===== src/design/eadsr_pkg.sv =====
// Shared types, constants and helpers for the exponential ADSR envelope.
// Used by exponential_adsr_envelope and its testbench.
`timescale 1ns / 1ps

package eadsr_pkg;

  localparam int unsigned LEN_BITS_DEF = 24;
  localparam int unsigned NUM_STAGES   = 5;
  localparam int unsigned CFG_W        = 24;
  localparam int unsigned LOG_W        = 21;   // Q5.16 log2
  localparam int unsigned NUM_W        = 35;   // dividend after the Q40 -> Q30 cut
  localparam int unsigned LOG_ITERS    = 16;

  localparam logic [23:0] FULL_SCALE = 24'd8388608;
  localparam logic [23:0] MIN_LEVEL  = 24'd839;
  localparam logic [31:0] ONE_Q30    = 32'h4000_0000;
  localparam logic [23:0] LN2_Q24    = 24'd11629080;

  typedef enum logic [2:0] {
    ST_OFF     = 3'd0,
    ST_ATTACK  = 3'd1,
    ST_DECAY   = 3'd2,
    ST_SUSTAIN = 3'd3,
    ST_RELEASE = 3'd4
  } stage_t;

  typedef enum logic [1:0] {
    REG_ATTACK_LEN    = 2'd0,
    REG_DECAY_LEN     = 2'd1,
    REG_RELEASE_LEN   = 2'd2,
    REG_SUSTAIN_LEVEL = 2'd3
  } cfg_reg_t;

  // index of the highest set bit of a nonzero 24-bit value
  function automatic logic [4:0] msb24(input logic [23:0] v);
    logic [4:0] p;
    p = 5'd0;
    for (int i = 0; i < 24; i++) begin
      if (v[i]) p = 5'(i);
    end
    return p;
  endfunction

endpackage


===== src/design/eadsr_mul.sv =====
// Shared 32x32 multiplier with a registered product.
// Used for log squaring, the ln2 scaling and the per-sample level update.
`timescale 1ns / 1ps

module eadsr_mul (
  input  logic        clk,
  input  logic [31:0] a,
  input  logic [31:0] b,
  output logic [63:0] p
);

  always_ff @(posedge clk) begin
    p <= {32'd0, a} * {32'd0, b};
  end

endmodule


===== src/design/eadsr_div.sv =====
// Restoring serial divider, one quotient bit per cycle.
// Standalone; sized by its parameters.
`timescale 1ns / 1ps

module eadsr_div #(
  parameter int unsigned NW = 35,
  parameter int unsigned DW = 24
) (
  input  logic          clk,
  input  logic          rst,
  input  logic          start,
  input  logic [NW-1:0] num,
  input  logic [DW-1:0] den,
  output logic          done,
  output logic [NW-1:0] quot
);

  localparam int unsigned CW = $clog2(NW);

  logic [DW-1:0] rem;
  logic [DW-1:0] dvs;
  logic [CW-1:0] cnt;
  logic          busy;
  logic [DW:0]   sh;
  logic          qbit;

  assign sh   = {rem, quot[NW-1]};
  assign qbit = (sh >= {1'b0, dvs});

  always_ff @(posedge clk) begin
    if (rst) begin
      busy <= 1'b0;
      done <= 1'b0;
      cnt  <= '0;
    end else begin
      done <= 1'b0;
      if (start) begin
        busy <= 1'b1;
        cnt  <= '0;
      end else if (busy) begin
        cnt <= cnt + 1'b1;
        if (cnt == CW'(NW - 1)) begin
          busy <= 1'b0;
          done <= 1'b1;
        end
      end
    end
  end

  always_ff @(posedge clk) begin
    if (start) begin
      rem  <= '0;
      dvs  <= den;
      quot <= num;
    end else if (busy) begin
      rem  <= qbit ? DW'(sh - {1'b0, dvs}) : sh[DW-1:0];
      quot <= {quot[NW-2:0], qbit};
    end
  end

endmodule


===== src/design/exponential_adsr_envelope.sv =====
// Exponential ADSR envelope: sequencer, config registers and output stage.
// Depends on eadsr_pkg, eadsr_mul and eadsr_div.
`timescale 1ns / 1ps

// Each input transfer is a sample tick (s_tuser = 0) or a stage command
// (s_tuser = 1, stage in s_tdata) and gives one output transfer with the level
// and the stage after it. Entering attack, decay or release with a nonzero
// length runs two log2 passes by repeated squaring on the shared multiplier,
// one scaling multiply and a serial divide; a tick that ends a segment then
// adds its own multiply. Input is not taken while an item is in work.
module exponential_adsr_envelope #(
  parameter int unsigned LEN_BITS = eadsr_pkg::LEN_BITS_DEF
) (
  input  logic        clk,
  input  logic        rst,
  input  logic        s_tvalid,
  output logic        s_tready,
  input  logic [7:0]  s_tdata,   // [2:0] stage_req, rest zero
  input  logic        s_tuser,   // [0] cmd
  output logic        m_tvalid,
  input  logic        m_tready,
  output logic [31:0] m_tdata,   // [23:0] level, [26:24] stage_now, rest zero
  input  logic        cfg_we,
  input  logic [1:0]  cfg_addr,
  input  logic [23:0] cfg_data
);

  typedef enum logic [7:0] {
    S_IDLE = 8'b0000_0001,
    S_LOG  = 8'b0000_0010,
    S_MAG  = 8'b0000_0100,
    S_MAGW = 8'b0000_1000,
    S_DIV  = 8'b0001_0000,
    S_TMUL = 8'b0010_0000,
    S_TRES = 8'b0100_0000,
    S_OUT  = 8'b1000_0000
  } state_t;

  localparam int unsigned LW = eadsr_pkg::LOG_W;
  localparam int unsigned NW = eadsr_pkg::NUM_W;

  state_t state;

  logic [23:0] attack_len, decay_len, release_len, sustain_level;

  eadsr_pkg::stage_t stage;
  logic [23:0]         level;
  logic [31:0]         step_mult;
  logic [LEN_BITS-1:0] sample_count, segment_end, seg_len;
  logic                pend_tick;

  logic [23:0]   lg_start, lg_end;
  logic          log_sel;
  logic [4:0]    log_it;
  logic [4:0]    log_int;
  logic [15:0]   log_frac;
  logic [LW-1:0] log_end;
  logic          d_neg;
  logic [LW-1:0] d_abs;

  logic [31:0] mul_a, mul_b;
  logic [63:0] mul_p;
  logic        div_start, div_done;
  logic [NW-1:0] div_q;

  // ---- input decode ----
  logic              in_xfer, cmd, active, ent_go, req_ok;
  eadsr_pkg::stage_t ent_stage, adv_stage;
  logic [23:0]       sust_c, dec_tgt;
  logic [LEN_BITS-1:0] ent_len;

  assign s_tready = (state == S_IDLE);
  assign in_xfer  = s_tvalid && s_tready;
  assign cmd      = s_tuser;
  assign req_ok   = (s_tdata[2:0] < 3'(eadsr_pkg::NUM_STAGES));
  assign active   = (stage != eadsr_pkg::ST_OFF) && (stage != eadsr_pkg::ST_SUSTAIN);

  always_comb begin
    unique case (stage)
      eadsr_pkg::ST_ATTACK: adv_stage = eadsr_pkg::ST_DECAY;
      eadsr_pkg::ST_DECAY:  adv_stage = eadsr_pkg::ST_SUSTAIN;
      default:              adv_stage = eadsr_pkg::ST_OFF;
    endcase
  end

  assign ent_stage = cmd ? eadsr_pkg::stage_t'(s_tdata[2:0]) : adv_stage;
  assign ent_go    = cmd ? req_ok : (active && (sample_count == segment_end));
  assign sust_c    = (sustain_level > eadsr_pkg::FULL_SCALE) ? eadsr_pkg::FULL_SCALE
                                                            : sustain_level;
  assign dec_tgt   = (sust_c < eadsr_pkg::MIN_LEVEL) ? eadsr_pkg::MIN_LEVEL : sust_c;

  always_comb begin
    case (ent_stage)
      eadsr_pkg::ST_ATTACK:  ent_len = LEN_BITS'(attack_len);
      eadsr_pkg::ST_DECAY:   ent_len = LEN_BITS'(decay_len);
      eadsr_pkg::ST_RELEASE: ent_len = LEN_BITS'(release_len);
      default:               ent_len = '0;
    endcase
  end

  // ---- log2 by repeated squaring ----
  logic [23:0]   log_v, log_v0;
  logic [4:0]    log_msb;
  logic [30:0]   m0, sq_m;
  logic [31:0]   p_hi;
  logic          sq_bit;
  logic [15:0]   frac_fin;
  logic [LW-1:0] log_val;
  logic [LW:0]   d_full;

  assign log_v    = log_sel ? lg_start : lg_end;
  assign log_v0   = (log_v == 24'd0) ? 24'd1 : log_v;
  assign log_msb  = eadsr_pkg::msb24(log_v0);
  assign m0       = {7'd0, log_v0} << (5'd30 - log_msb);
  assign p_hi     = mul_p[61:30];
  assign sq_bit   = p_hi[31];
  assign sq_m     = sq_bit ? p_hi[31:1] : p_hi[30:0];
  assign frac_fin = {log_frac[14:0], sq_bit};
  assign log_val  = {log_int, frac_fin};
  assign d_full   = {1'b0, log_end} - {1'b0, log_val};

  // ---- multiplier sharing ----
  always_comb begin
    mul_a = '0;
    mul_b = '0;
    unique case (state)
      S_LOG: begin
        mul_a = (log_it == 5'd0) ? {1'b0, m0} : {1'b0, sq_m};
        mul_b = mul_a;
      end
      // operands also held in S_MAGW so the product is still there when the divider loads
      S_MAG, S_MAGW: begin
        mul_a = {{(32-LW){1'b0}}, d_abs};
        mul_b = {8'd0, eadsr_pkg::LN2_Q24};
      end
      S_TMUL: begin
        mul_a = {8'd0, level};
        mul_b = step_mult;
      end
      default: ;
    endcase
  end

  eadsr_mul u_mul (
    .clk (clk),
    .a   (mul_a),
    .b   (mul_b),
    .p   (mul_p)
  );

  eadsr_div #(
    .NW (NW),
    .DW (LEN_BITS)
  ) u_div (
    .clk   (clk),
    .rst   (rst),
    .start (div_start),
    .num   (mul_p[NW+9:10]),
    .den   (seg_len),
    .done  (div_done),
    .quot  (div_q)
  );

  // ---- multiplier from quotient ----
  logic [35:0] q_up;
  logic [31:0] mult_new;
  logic [25:0] tick_prod;

  assign q_up = {1'b0, div_q} + 36'(eadsr_pkg::ONE_Q30);

  always_comb begin
    if (!d_neg) begin
      mult_new = (q_up[35:32] != 4'd0) ? 32'hFFFF_FFFF : q_up[31:0];
    end else if (div_q > NW'(eadsr_pkg::ONE_Q30)) begin
      mult_new = '0;
    end else begin
      mult_new = 32'(NW'(eadsr_pkg::ONE_Q30) - div_q);
    end
  end

  assign tick_prod = mul_p[55:30];

  // ---- configuration ----
  always_ff @(posedge clk) begin
    if (rst) begin
      attack_len    <= 24'd176400;
      decay_len     <= 24'd441;
      release_len   <= 24'd44100;
      sustain_level <= eadsr_pkg::FULL_SCALE;
    end else if (cfg_we) begin
      unique case (eadsr_pkg::cfg_reg_t'(cfg_addr))
        eadsr_pkg::REG_ATTACK_LEN:    attack_len    <= cfg_data;
        eadsr_pkg::REG_DECAY_LEN:     decay_len     <= cfg_data;
        eadsr_pkg::REG_RELEASE_LEN:   release_len   <= cfg_data;
        eadsr_pkg::REG_SUSTAIN_LEVEL: sustain_level <= cfg_data;
        default: ;
      endcase
    end
  end

  // ---- sequencer ----
  always_ff @(posedge clk) begin
    if (rst) begin
      state        <= S_IDLE;
      stage        <= eadsr_pkg::ST_OFF;
      level        <= '0;
      step_mult    <= eadsr_pkg::ONE_Q30;
      sample_count <= '0;
      segment_end  <= '0;
      pend_tick    <= 1'b0;
      m_tvalid     <= 1'b0;
      div_start    <= 1'b0;
      log_sel      <= 1'b0;
      log_it       <= '0;
    end else begin
      div_start <= (state == S_MAGW);
      if (m_tvalid && m_tready && (state != S_OUT)) m_tvalid <= 1'b0;

      unique case (state)
        S_IDLE: begin
          if (in_xfer) begin
            pend_tick <= !cmd;
            if (ent_go) begin
              stage        <= ent_stage;
              sample_count <= '0;
              segment_end  <= ent_len;
              seg_len      <= ent_len;
              log_sel      <= 1'b0;
              log_it       <= '0;
              unique case (ent_stage)
                eadsr_pkg::ST_ATTACK: begin
                  level    <= eadsr_pkg::MIN_LEVEL;
                  lg_start <= eadsr_pkg::MIN_LEVEL;
                  lg_end   <= eadsr_pkg::FULL_SCALE;
                end
                eadsr_pkg::ST_DECAY: begin
                  level    <= eadsr_pkg::FULL_SCALE;
                  lg_start <= eadsr_pkg::FULL_SCALE;
                  lg_end   <= dec_tgt;
                end
                eadsr_pkg::ST_RELEASE: begin
                  lg_start <= level;
                  lg_end   <= eadsr_pkg::MIN_LEVEL;
                end
                eadsr_pkg::ST_SUSTAIN: level <= sust_c;
                default:               level <= '0;
              endcase
              if (ent_len != '0) begin
                state <= S_LOG;
              end else begin
                step_mult <= eadsr_pkg::ONE_Q30;
                state     <= cmd ? S_OUT : S_TMUL;
              end
            end else if (!cmd && active) begin
              state <= S_TMUL;
            end else begin
              state <= S_OUT;
            end
          end
        end
        S_LOG: begin
          if (log_it == 5'd0) begin
            log_int <= log_msb;
          end else begin
            log_frac <= frac_fin;
          end
          if (log_it == 5'(eadsr_pkg::LOG_ITERS)) begin
            log_it <= '0;
            if (!log_sel) begin
              log_end <= log_val;
              log_sel <= 1'b1;
            end else begin
              d_neg <= d_full[LW];
              d_abs <= d_full[LW] ? LW'(-d_full) : d_full[LW-1:0];
              state <= S_MAG;
            end
          end else begin
            log_it <= log_it + 1'b1;
          end
        end
        S_MAG: state <= S_MAGW;
        S_MAGW: state <= S_DIV;
        S_DIV: begin
          if (div_done) begin
            step_mult <= mult_new;
            state     <= pend_tick ? S_TMUL : S_OUT;
          end
        end
        S_TMUL: state <= S_TRES;
        S_TRES: begin
          level <= (tick_prod > 26'(eadsr_pkg::FULL_SCALE)) ? eadsr_pkg::FULL_SCALE
                                                             : tick_prod[23:0];
          sample_count <= sample_count + 1'b1;
          state        <= S_OUT;
        end
        S_OUT: begin
          if (!m_tvalid || m_tready) begin
            m_tdata  <= {5'd0, stage, level};
            m_tvalid <= 1'b1;
            state    <= S_IDLE;
          end
        end
        default: state <= S_IDLE;
      endcase
    end
  end

  // ---- checks ----
  a_level_range: assert property (@(posedge clk) disable iff (rst)
    level <= eadsr_pkg::FULL_SCALE)
    else $error("envelope level above full scale");

  a_off_silent: assert property (@(posedge clk) disable iff (rst)
    (stage == eadsr_pkg::ST_OFF) |-> (level == 24'd0))
    else $error("nonzero level in off stage");

  a_sustain_flat: assert property (@(posedge clk) disable iff (rst)
    (stage == eadsr_pkg::ST_SUSTAIN) |-> (step_mult == eadsr_pkg::ONE_Q30))
    else $error("sustain stage with non-unity multiplier");

  a_div_in_seq: assert property (@(posedge clk) disable iff (rst)
    div_done |-> (state == S_DIV))
    else $error("divider finished outside divide step");

endmodule


===== config.mk =====
export PLATFORM = sky130hd
export DESIGN_NAME = exponential_adsr_envelope
export DESIGN_NICKNAME = d
export VERILOG_FILES = /design/src/design/eadsr_pkg.sv /design/src/design/eadsr_mul.sv /design/src/design/eadsr_div.sv /design/src/design/exponential_adsr_envelope.sv
export SDC_FILE = /design/constraint.sdc
export NUM_CORES = 2
export LEC_CHECK = 0
export BUFFER_PORTS_ARGS = -buffer_cell sky130_fd_sc_hd__buf_2
export CAP_MARGIN = 20
export CORE_AREA = 2 2 454 456
export DETAILED_ROUTE_END_ITERATION = 6
export DIE_AREA = 0 0 456 458
export PLACE_DENSITY_LB_ADDON = 0.08
export SKIP_LAST_GASP = 1
export SLEW_MARGIN = 20
export SYNTH_ARGS = -nofsm -noshare
export SYNTH_HDL_FRONTEND = slang
export SYNTH_HIERARCHICAL = 1
export SYNTH_SLANG_ARGS = --single-unit

===== constraint.sdc =====
create_clock -name clk -period 10.3 [get_ports clk]
set_input_delay 1.545 -clock clk [delete_from_list [all_inputs] [get_ports clk]]
set_output_delay 1.545 -clock clk [all_outputs]
set_load 0.05 [all_outputs]

# Word-level counts from Yosys, hierarchy flattened
# Cells that the tools add are included.
[totals]
register_bits = 535
word_cells = 207
[classes]
bitwise_logic = 4
addsub = 9
reduce_logical = 42
shifts = 1
n_eq_ne = 30
magnitude_cmp = 6
mul = 1
n_mux = 83
[op_table]
columns = ["cell", "n"]
rows = [
  ["two-way mux 24 bit", 10],
  ["two-way mux 32 bit", 7],
  ["case mux 24 bit (3 select lines)", 3],
  ["two-way mux 5 bit", 25],
  ["case mux 24 bit (2 select lines)", 2],
  ["case mux 24 bit (4 select lines)", 1],
  ["case mux 32 bit (3 select lines)", 1],
  ["case mux 31 bit (3 select lines)", 1],
  ["two-way mux 8 bit", 10],
  ["two-way mux 35 bit", 2],
  ["case mux 32 bit (2 select lines)", 1],
  ["case mux 8 bit (8 select lines)", 1],
  ["multiplier 31 x 32 -> 62 bit", 1],
  ["two-way mux 31 bit", 2],
  ["adder 35 x 31 -> 36 bit (second input constant)", 1],
  ["> comparator 35 x 31 -> 1 bit (second input constant)", 1],
  ["subtractor 31 x 32 -> 32 bit (first input constant)", 1],
  ["left shift 24 x 5 -> 31 bit", 1],
  ["> comparator 26 x 24 -> 1 bit (second input constant)", 1],
  [">= comparator 25 x 24 -> 1 bit", 1],
  ["adder 24 x 1 -> 24 bit (second input constant)", 1],
  ["== test 24 bit", 1],
  ["> comparator 24 bit (second input constant)", 1],
  ["logical NOT 24 bit", 1],
  ["49 further kinds", 99],
]

# Depth between registers and ports, before layout
[logic_depth]
depth_word = 31
ltp_mapped = 53

# Modules after synthesis
# The synthesis kept the hierarchy.
[by_module_without_submodules]
columns = ["mod", "area_per_inst_um2", "instances", "cells_per_inst"]
rows = [
  ["eadsr_mul", 34777.1, 1, 3783],
  ["exponential_adsr_envelope", 21112.7, 1, 2330],
  ["eadsr_div", 4983.5, 1, 465],
]

# Worst setup path after synthesis
# Ideal clock, no wire load.
[synth_timing]
path_kind = "register -> register"
from = "register log_sel"
to = "register, netlist name u_mul/p[62]"
arrival_ns = 11.031
slack_ns = -0.834
n_path_buf = 9
path_stages_with_launch = 47
synth_period_minus_slack_ns = 11.134
required_ns = 10.197
path_cell_list = "dfxtp_1 > buf_6 > buf_6 > buf_6 > mux2i_1 > o21ai_0 > a21oi_1 > o21a_4 > nor2_8 > inv_4 > buf_4 > buf_2 > ha_1 > inv_1 > and3_4 > or2_1 > buf_6 > buf_6 > [... 11 more ...] > fa_1 > fa_1 > fa_1 > fa_1 > fa_1 > inv_1 > fa_1 > inv_1 > ha_1 > clkbuf_1 > nand4_1 > nor3_1 > nand2_1 > o21ai_0 > a21oi_2 > o41ai_4 > o41ai_1 > a2111oi_2"
[synth_lines]
columns = ["item", "line", "text"]
rows = [
  ["start: declaration", "exponential_adsr_envelope.sv:53", "logic log_sel;"],
  ["start signal: assignment", "exponential_adsr_envelope.sv:213", "log_sel <= 1'b0;"],
  ["start signal: assignment", "exponential_adsr_envelope.sv:228", "log_sel <= 1'b0;"],
  ["start signal: assignment", "exponential_adsr_envelope.sv:271", "log_sel <= 1'b1;"],
]

# Worst setup path in the final report
[layout_timing]
from = "register log_sel"
to = "register u_mul.p[56]"
[layout_via]
word_cells_on_any_way = 32
cone_classes = "add/sub: 1; mul: 1; shift: 1; mux: 28; reduce/logical: 1"
[layout_lines]
columns = ["item", "line", "text"]
rows = [
  ["two-way mux 24 bit *", "exponential_adsr_envelope.sv:111", "assign log_v = log_sel ? lg_start : lg_end;"],
  ["logical NOT 24 bit", "exponential_adsr_envelope.sv:112", "assign log_v0 = (log_v == 24'd0) ? 24'd1 : log_v;"],
  ["two-way mux 24 bit *", "exponential_adsr_envelope.sv:112", ""],
  ["two-way mux 5 bit (21 in a row)", "eadsr_pkg.sv:39", "if (v[i]) p = 5'(i);"],
  ["two-way mux 5 bit *", "eadsr_pkg.sv:39", ""],
  ["named net log_msb[1]", "exponential_adsr_envelope.sv:103", "logic [4:0] log_msb;"],
  ["subtractor 5 bit *", "exponential_adsr_envelope.sv:114", "assign m0 = {7'd0, log_v0} << (5'd30 - log_msb);"],
  ["left shift 24 x 5 -> 31 bit *", "exponential_adsr_envelope.sv:114", ""],
  ["two-way mux 31 bit *", "exponential_adsr_envelope.sv:128", "mul_a = (log_it == 5'd0) ? {1'b0, m0} : {1'b0, sq_m};"],
  ["case mux 32 bit (3 select lines) *", "exponential_adsr_envelope.sv:126", "unique case (state)"],
  ["named net mul_b[14]", "exponential_adsr_envelope.sv:61", "logic [31:0] mul_a, mul_b;"],
  ["multiplier 31 x 32 -> 62 bit *", "eadsr_mul.sv:13", "p <= {32'd0, a} * {32'd0, b};"],
  ["end signal: assignment", "eadsr_mul.sv:13", ""],
  ["end: declaration", "eadsr_mul.sv:9", "output logic [63:0] p"],
]
# Mark *: on every way through the listed nets, which the timed path passes. The rest lies on a longest branch.
# A chain may end at the register's enable or synchronous reset.

==> summary.txt <==
Timing
  • Final Hold Viols: 0
  • Fmax: 90.5 MHz
  • Slew @ Worst Pin: 1.15 ns
  • Final setup viols: 38
  • Rel. slew slack: 23.5%
  • Clk_skew: 0.0690 ns
  • Final hold slack: 0.417 ns
  • Final worst slack: -0.755 ns
  • Setup tns final: -19.12 ns
  • Final Slew Violations: 0
  • Period utilization: 107%
  • RSZ-0062 raised after global routing: yes
  • Minimum clock period: 11.06 ns

Place
  • PortBufs: 63
  • GPL Wtd Cong: 0.873
  • Pre-CTS setup slack: -1.27 ns
  • DPL Wire Length: 166000 um

Synth
  • Cell Area, Synth: 0.0603 sq mm
  • Post-Syn Instances: 6521
  • Synthesized area per cell: 9.24 sq um
  • Synth warn: 6

Worst setup path
  • WP data required: 10.88 ns
  • Slowest CP cell: mux4_2
  • Worst setup EP type: flip-flop
  • Startpoint Class: flip-flop
  • Kind of critical path: reg -> reg
  • Crit-path max cell delay: 0.59 ns
  • Max FO, Critical Path: 8
  • CP Data Arrival Time: 11.63 ns

Drt
  • DRC viols: 0
  • Initial DRC count: 2592
  • Detailed-route via count: 47100
  • WL final: 210000 um
  • Routed WL per cell: 21.4 um
  • Post-route ant nets: 0
  • Drt first pass iters: 7
  • Vias/cell: 4.80

Outcome
  • Failing checks: setup timing
  • Outcome: finished with violations

CTS
  • Bufs on Longest Clock Path: 3
  • Number of buffers created by CTS: 60
  • CTS Root Cell: clkbuf_16
  • Clock slew at reported path FFs: 0.07 ns
  • Clk sink count: 525
  • Hold buffer count at CTS: 0
  • Worst skew pair latency: 0.69 ns
  • CTS tree: done
  • Htree depth: 2

Global routing
  • Initial antenna violation count: 15
  • Vias in the first global route: 49700
  • Global-route wire length before repair: 323000 um
  • Overall Global Routing Usage: 20.2%
  • GRT Residual Overflow: 0
  • Largest net degree at the start of global routing: 64

Floorplan
  • Row Count: 166
  • Overall die height: 458 um
  • Chip width: 456 um
  • Core area: 0.204 sq mm
  • DIE AREA: 0.209 sq mm
  • Initial Utilization: 29.6%
  • Num ports: 74

Power and ir drop
  • Pwr Density: 73.7 mW/mm^2
  • Design Power: 5.46 mW
  • Leak pwr: 33.1 nW
  • VDD IR-drop max: 0.132 mV

Final layout
  • Multi-input gate area in the final layout: 0.0444 sq mm
  • Layout cells sized above 1: 20.2%
  • Reg area: 0.0127 sq mm
  • Layout Nets: 8329
  • Filler Cell Count: 20900
  • Area grow syn2layout: 22.8%
  • Utilization after layout: 36.3%

Job
  • Max-cap violation count: 0

Min path
  • Hold WC Path Type: reg -> reg
==> cell usage in the layout, fill, tap and decap left out, types with 34 or more instances in the layout <==
| cell type | count |
|---|---|
| xor2_1 | 53 |
| a211oi_1 | 55 |
| o21ai_0 | 103 |
| fa_1 | 844 |
| nor2_1 | 253 |
| nand4_1 | 38 |
| buf_2 | 62 |
| and2_1 | 605 |
| buf_4 | 683 |
| inv_1 | 943 |
| clkbuf_16 | 60 |
| mux2i_1 | 87 |
| edfxtp_1 | 221 |
| dfxtp_1 | 301 |
| and3_1 | 34 |
| nand2_1 | 848 |
| nor3_1 | 60 |
| buf_12 | 84 |
| a21o_1 | 77 |
| nand3_1 | 95 |
| buf_6 | 44 |
| ha_1 | 278 |
| xnor2_1 | 85 |
| a21oi_1 | 264 |
| a22oi_1 | 49 |
| mux2_2 | 52 |
| fa_2 | 53 |
==> critical path, delay by kind of cell, from the launching register on <==
family                     cells  cell delay, ns
adders and majority gates     10            4.61
DFF                            1            0.35
xor gates and xnor gates       1            0.16
muxes                          2            0.83
buffers and inverters          8            0.88
and+or+nand+nor                6            1.20
AOI/OAI and AO/OA             12            2.86
==> path summary, 6_finish.rpt <==
| path | start | end | slack, ns | depth (start not counted) |
|---|---|---|---|---|
| setup / recovery | log_sel | u_mul/p[56] | -0.76 | 39 |
| hold / removal | seg_len[21] | u_div/dvs[21] | 0.42 | 0 |
| setup reg to reg | log_sel | u_mul/p[56] | -0.76 | 39 |
| hold reg to reg | seg_len[21] | u_div/dvs[21] | 0.42 | 0 |
==> flip-flops by register name (all words and copies together), names as in the netlist, 6 cells and up <==
register,cells
seg_len,24
sustain_level,24
level,24
m_tdata,27
lg_end,24
decay_len,24
state,8
step_mult,32
lg_start,24
log_end,21
u_div/cnt,6
u_div/rem,24
u_div/quot,35
log_frac,15
segment_end,24
u_mul/p,52
attack_len,24
u_div/dvs,24
sample_count,24
release_len,24
d_abs,21
==> cell type report <==
cell class | count | share of cell area (%)
Multi-Input combinational cell | 4651 | 60.0
Sequential cell | 525 | 17.2
Timing Repair Buffer | 879 | 10.5
Inverter | 963 | 4.89
Tap cell | 2688 | 4.54
Clock buffer | 83 | 2.32
Clock inverter | 30 | 0.536
Antenna cell | 2 | 0.00676
==> through the flow <==
stage | instance area (sq um) | cells
after floorplan | 60600 | 6529
after global placement | 69200 | 9620
after detailed placement | 69200 | 9620
after CTS | 72900 | 9788
after global routing | 74000 | 9820
final | 74000 | 9821
==> power breakdown <==
group / leakage [nW] / internal, mW / total (mW) / switching [mW]
registers: 4.49 / 2.23 / 2.32 / 0.0924
logic: 27.6 / 0.331 / 0.853 / 0.523
clock network: 1.04 / 1.35 / 2.29 / 0.939
==> repair_timing <==
item	in CTS	in global routing
buffers inserted	57	36
pin swaps	122	92
gates resized for setup	215	178
gates cloned	5	0
hold endpoints to repair	0	0
setup endpoints to repair	46	48
==> layer usage <==
metal | GRT usage, % | vias up | routed length (um)
met5 | 0 | - | 0
met4 | 4.72 | 0 | 5200
met3 | 1.49 | 189 | 6410
met2 | 33.0 | 726 | 97500
met1 | 29.1 | 24100 | 101000
li1 | - | 22100 | -
Note: power is estimated with default switching activity, not from simulation.
